File: config.mk
export PLATFORM = sky130hd
export DESIGN_NAME = battery_meter_display_encoder_unit
export DESIGN_NICKNAME = d
export VERILOG_FILES = /design/src/hdl/bmde_pkg.sv /design/src/hdl/battery_meter_display_encoder_unit.sv
export SDC_FILE = /design/constraint.sdc
export NUM_CORES = 1
export LEC_CHECK = 0
export CAP_MARGIN = 20
export CORE_MARGIN = 8
export CORE_UTILIZATION = 35
export DETAILED_ROUTE_END_ITERATION = 8
export DONT_BUFFER_PORTS = 1
export SKIP_CTS_REPAIR_TIMING = 1
export SLEW_MARGIN = 30
export SYNTH_ARGS = -nofsm -noshare
export SYNTH_HDL_FRONTEND = slang
export SYNTH_SLANG_ARGS = --single-unit
File: constraint.sdc
create_clock -name clk -period 12.65 [get_ports clk]
set_input_delay 3.795 -clock clk [delete_from_list [all_inputs] [get_ports clk]]
set_output_delay 3.795 -clock clk [all_outputs]
set_load 0.02 [all_outputs]
File: src/hdl/bmde_pkg.sv
package bmde_pkg;

  typedef struct packed {
    logic signed [15:0] voltage_sample;
    logic [7:0]         status_byte;
  } in_item_t;

  typedef struct packed {
    logic [28:0] display_word;
    logic        wiring_error;
  } out_item_t;

  localparam int unsigned PctModeBit   = 4;
  localparam logic [13:0] MvOffset     = 14'd3000;
  localparam logic [6:0]  PctMax       = 7'd100;

  // Display word bit positions
  localparam int unsigned PctSignBit   = 0;
  localparam int unsigned VoltSignBit  = 1;
  localparam int unsigned PointBit     = 2;
  localparam int unsigned RightLsb     = 3;
  localparam int unsigned MiddleLsb    = 10;
  localparam int unsigned LeftLsb      = 17;
  localparam int unsigned BarLsb       = 24;

  // Seven-segment pattern, segments g..a from bit 6 down to bit 0
  function automatic logic [6:0] seg_of_digit(input logic [3:0] digit);
    logic [6:0] seg;
    case (digit)
      4'd0:    seg = 7'b0111111;
      4'd1:    seg = 7'b0000110;
      4'd2:    seg = 7'b1011011;
      4'd3:    seg = 7'b1001111;
      4'd4:    seg = 7'b1100110;
      4'd5:    seg = 7'b1101101;
      4'd6:    seg = 7'b1111101;
      4'd7:    seg = 7'b0000111;
      4'd8:    seg = 7'b1111111;
      4'd9:    seg = 7'b1101111;
      default: seg = 7'b0000000;
    endcase
    return seg;
  endfunction

  function automatic logic [4:0] bar_bits(input logic [6:0] pct);
    logic [4:0] bars;
    if (pct >= 7'd90) begin
      bars = 5'b11111;
    end else if (pct >= 7'd70) begin
      bars = 5'b01111;
    end else if (pct >= 7'd50) begin
      bars = 5'b00111;
    end else if (pct >= 7'd30) begin
      bars = 5'b00011;
    end else if (pct >= 7'd5) begin
      bars = 5'b00001;
    end else begin
      bars = 5'b00000;
    end
    return bars;
  endfunction

endpackage

File: src/hdl/battery_meter_display_encoder_unit.sv
// An accepted request is held in the input register, encoded combinationally and captured in the output register.
// Throughput: one request per cycle while out_stall is low; the input register and the result register
// form a two-entry pipeline, so a new request is taken while a result waits.
// Digit extraction uses constant reciprocal multiplies in one pass between them.
// Reset (rst_n low, synchronous) empties both registers; no other state.
module battery_meter_display_encoder_unit (
  input  logic                clk,
  input  logic                rst_n,
  input  logic                in_valid,
  output logic                in_stall,
  input  bmde_pkg::in_item_t  in_data,
  output logic                out_valid,
  input  logic                out_stall,
  output bmde_pkg::out_item_t out_data
);

  logic                s1_valid_r, s1_valid_nxt;
  bmde_pkg::in_item_t  s1_data_r;
  logic                out_valid_r, out_valid_nxt;
  bmde_pkg::out_item_t out_data_r, res_nxt;
  logic                s2_free;

  assign s2_free  = !out_valid_r || !out_stall;
  assign in_stall = s1_valid_r && !s2_free;

  always_comb begin
    s1_valid_nxt  = in_stall ? s1_valid_r : in_valid;
    out_valid_nxt = s2_free ? s1_valid_r : out_valid_r;
  end

  always_ff @(posedge clk) begin
    if (!rst_n) begin
      s1_valid_r  <= 1'b0;
      out_valid_r <= 1'b0;
    end else begin
      s1_valid_r  <= s1_valid_nxt;
      out_valid_r <= out_valid_nxt;
    end
  end

  always_ff @(posedge clk) begin
    if (in_valid && !in_stall) begin
      s1_data_r <= in_data;
    end
    if (s1_valid_r && s2_free) begin
      out_data_r <= res_nxt;
    end
  end

  // Encode the held request
  always_comb begin
    logic [13:0] mv;
    logic [13:0] mv_diff;
    logic [6:0]  pct;
    logic [14:0] pct_prod;
    logic [3:0]  pct_q;
    logic [6:0]  pct_r_w;
    logic [3:0]  pct_r, pct_m;
    logic        pct_l;
    logic [14:0] mv5;
    logic [30:0] p_t10;
    logic [27:0] p_t100;
    logic [26:0] p_q100;
    logic [28:0] p_q1000;
    logic [11:0] t10;
    logic [8:0]  t100;
    logic [7:0]  q100;
    logic [4:0]  q1000;
    logic [11:0] volt_r_w;
    logic [7:0]  volt_m_w;
    logic [3:0]  volt_l;
    logic [28:0] word;

    mv      = s1_data_r.voltage_sample[14:1];
    mv_diff = mv - bmde_pkg::MvOffset;
    if (mv <= bmde_pkg::MvOffset) begin
      pct = '0;
    end else if (mv_diff[13:3] > 11'(bmde_pkg::PctMax)) begin
      pct = bmde_pkg::PctMax;
    end else begin
      pct = mv_diff[9:3];
    end

    // pct / 10 via 205 / 2048, exact below 1024
    pct_prod = 15'(pct) * 15'd205;
    pct_q    = pct_prod[14:11];
    pct_r_w  = pct - 7'(pct_q) * 7'd10;
    pct_r    = pct_r_w[3:0];
    pct_l    = (pct == bmde_pkg::PctMax);
    pct_m    = pct_l ? 4'd0 : pct_q;

    // Volt digits: parallel reciprocal quotients, then remainder by subtraction
    mv5      = 15'(mv) + 15'd5;
    p_t10    = 31'(mv5) * 31'd52429;
    p_t100   = 28'(mv5) * 28'd5243;
    p_q100   = 27'(mv) * 27'd5243;
    p_q1000  = 29'(mv) * 29'd16778;
    t10      = p_t10[30:19];
    t100     = p_t100[27:19];
    q100     = p_q100[26:19];
    q1000    = p_q1000[28:24];
    volt_r_w = t10 - 12'(t100) * 12'd10;
    volt_m_w = q100 - 8'(q1000) * 8'd10;
    volt_l   = (q1000 >= 5'd10) ? 4'(q1000 - 5'd10) : q1000[3:0];

    word = '0;
    if (s1_data_r.status_byte[bmde_pkg::PctModeBit]) begin
      word[bmde_pkg::RightLsb +: 7] = bmde_pkg::seg_of_digit(pct_r);
      if (pct_l) begin
        word[bmde_pkg::LeftLsb +: 7]   = bmde_pkg::seg_of_digit(4'd1);
        word[bmde_pkg::MiddleLsb +: 7] = bmde_pkg::seg_of_digit(pct_m);
      end else if (pct_m != 4'd0) begin
        word[bmde_pkg::MiddleLsb +: 7] = bmde_pkg::seg_of_digit(pct_m);
      end
      word[bmde_pkg::PctSignBit] = 1'b1;
    end else begin
      word[bmde_pkg::RightLsb +: 7]  = bmde_pkg::seg_of_digit(volt_r_w[3:0]);
      word[bmde_pkg::MiddleLsb +: 7] = bmde_pkg::seg_of_digit(volt_m_w[3:0]);
      word[bmde_pkg::LeftLsb +: 7]   = bmde_pkg::seg_of_digit(volt_l);
      word[bmde_pkg::VoltSignBit]    = 1'b1;
      word[bmde_pkg::PointBit]       = 1'b1;
    end
    word[bmde_pkg::BarLsb +: 5] = bmde_pkg::bar_bits(pct);

    // Miswired sensor: flag and blank the word
    if (s1_data_r.voltage_sample[15]) begin
      res_nxt.display_word = '0;
      res_nxt.wiring_error = 1'b1;
    end else begin
      res_nxt.display_word = word;
      res_nxt.wiring_error = 1'b0;
    end
  end

  assign out_valid = out_valid_r;
  assign out_data  = out_data_r;

endmodule

==> run_results.csv <==
group,metric,value,unit
placed_design,dpl_worst_slack,2640,ps
placed_design,portBuffers,0,
logic_synthesis,avgSynthCellArea,9.67,um2
die,die_x,229,um
job,maxCapViolations,0,
die,core-area,45000,um2
die,start_util,0.352,
worst_setup_path,cp_slowest_cell,"edfxtp_1",
die,dieArea,52300,um2
placed_design,finalWeightedCongestion,0.903,
hold_path,hold_class,"register to register",
detailed_routing,drcViolationCount,0,
detailed_routing,wl_per_cell,15.3,um
sta,slew_headroom,0.399,
die,ios,60,
clock_network,cts_sinks,47,
detailed_routing,ant_nets,0,
logic_synthesis,mappedNetlistArea,15800,um2
clock_network,htreeDepth,2,
placed_design,dp_cells,2236,
global_routing,grt_pass1_wl,58200,um
logic_synthesis,ys.flop_type,"edfxtp_1",
sta,fin_crit,9840,ps
sta,fin_ws,2810,ps
clock_network,numCtsBuffers,5,
detailed_routing,dr.pass1.iters,5,
sta,setup_viol,0,
sta,clock_skew,18.3,ps
final_layout,area_growth,6.13,%
worst_setup_path,start_kind,"register",
detailed_routing,vias,10800,
detailed_routing,drt_iter0_drc,490,
sta,hold_violations,0,
global_routing,grt.overflow.total,0,
clock_network,ctsLongestPathBuffers,2,
sta,setup_tns,0,ps
clock_network,clk_pin_slew,70,ps
worst_setup_path,crit_fanout,9,
worst_setup_path,slowest_delay,670,ps
logic_synthesis,synthCells,1637,
worst_setup_path,crit_type,"register to register",
logic_synthesis,yosysWarnings,0,
final_layout,fillers,4425,
worst_setup_path,crit_top_cell,"inv_1",
final_layout,utilization,0.373,
logic_synthesis,ys_ff_latch,47,
worst_setup_path,crit_required,12710,ps
worst_setup_path,crit_path_end_kind,"register",
die,die_y,229,um
final_layout,antennaDiodeCount,0,
logic_synthesis,ys_top_cells_by_count,"454 x inv_1, 411 x ha_1, 216 x fa_1",
logic_synthesis,post-synth-top-count-cell,"inv_1",
placed_design,hpwl,30000,um
final_layout,finalNonFillerCells,2244,
global_routing,grt_start_max_net_pins,23,
sta,tightest_slew,901,ps
worst_setup_path,cp.arrival,9890,ps
logic_synthesis,async_flop_share,0,
final_layout,multiInputGateArea,12700,um2
logic_synthesis,yosys-top-cells-area,"ha_1 33%, fa_1 27%, inv_1 11%",
sta,max_freq,102,MHz
die,rows,78,
global_routing,grt_use_total,0.134,
logic_synthesis,synth_enable_flop_cells,45,
detailed_routing,routed_wl,34400,um
final_layout,drive_gt1_frac,0.0304,
clock_network,cts_tree,"yes",
clock_network,clk_latency,310,ps
logic_synthesis,synth_top_area_frac,0.325,
final_layout,nets,2298,
logic_synthesis,yosysTopAreaCell,"ha_1",
outcome,status,"finished clean",
clock_network,root_buffer,"clkbuf_16",
sta,drv_slew,0,
final_layout,regArea,1390,um2
global_routing,grt_pass1_vias,11600,
logic_synthesis,synth.distinct_cells,74,
logic_synthesis,synth_fp_nets,2292,
detailed_routing,viasPerCell,4.81,
sta,rsz0062_at_grt,"no",
logic_synthesis,ys_seq_area_frac,0.0879,
global_routing,antenna_found_initial,0,
sta,min_period_over_period,0.778,
## final cells by class
class,instances,area share
clock buffer,5,0.00745
inverter,456,0.102
clock inverter,3,0.00261
sequential,47,0.0829
tap,600,0.0447
timing repair buffer,13,0.00581
multi-input combinational,1120,0.755
## metal layers
metal,track usage,part of all wire
met4,0.0245,0.013
met3,0.0108,0.023
met1,0.175,0.46
met2,0.242,0.50
met5,0,0
## through the flow
step	cell area [um2]	hold slack (ps)
after global routing	16800	538
after detailed placement	16600	506
final	16800	510
after CTS	16800	511
after global placement	16600	472
after floorplan	15800	424
## layout by cell type, fill, tap and decap left out, types with 13 or more instances in the layout
master and count:
xnor2_1 49, edfxtp_1 45, inv_1 454, nand2_1 58, nor2_1 43, buf_4 13, a21o_1 17, ha_1 411
nor2b_1 14, fa_1 216, a21oi_1 56, xor2_1 13, nand3_1 26, a31oi_1 13, o21ai_0 23
## registers in the layout (all words and copies together) (netlist names)
signal	flops
s1_data_r	16
out_data	29
s1_valid_r	1
out_valid	1
## cell families (layout without fill, tap and decap cells)
| kind of cell | Yosys count | after routing | share of synthesized area |
|---|---|---|---|
| and+or+nand+nor | 211 | 211 | 0.0665 |
| DFF | 47 | 47 | 0.0879 |
| AOI/OAI and AO/OA | 205 | 205 | 0.0880 |
| adders and majority gates | 627 | 627 | 0.598 |
| buffers and inverters | 470 | 477 | 0.112 |
| muxes | 9 | 9 | 0.00569 |
| xor gates and xnor gates | 68 | 68 | 0.0417 |
## worst max-delay path, delay by kind of cell, from the launching register on
family,cells,cell delay (ps)
buf+inv,8,1010
fa+ha+maj,10,3810
simple gates,3,430
xor+xnor,8,1780
compound gates,7,1860
flops,1,670
## final timing paths
path                 startpoint     endpoint  slack (ps)  cells past startpoint
setup / recovery  s1_data_r[11]  out_data[8]        2810                     36
hold / removal       s1_valid_r    out_valid         510                      2
setup reg to reg  s1_data_r[11]  out_data[8]        2810                     36
hold reg to reg      s1_valid_r    out_valid         510                      2
Power is not shown: default switching activity piles up to over one toggle a cycle in this logic, so the estimate is an artifact.
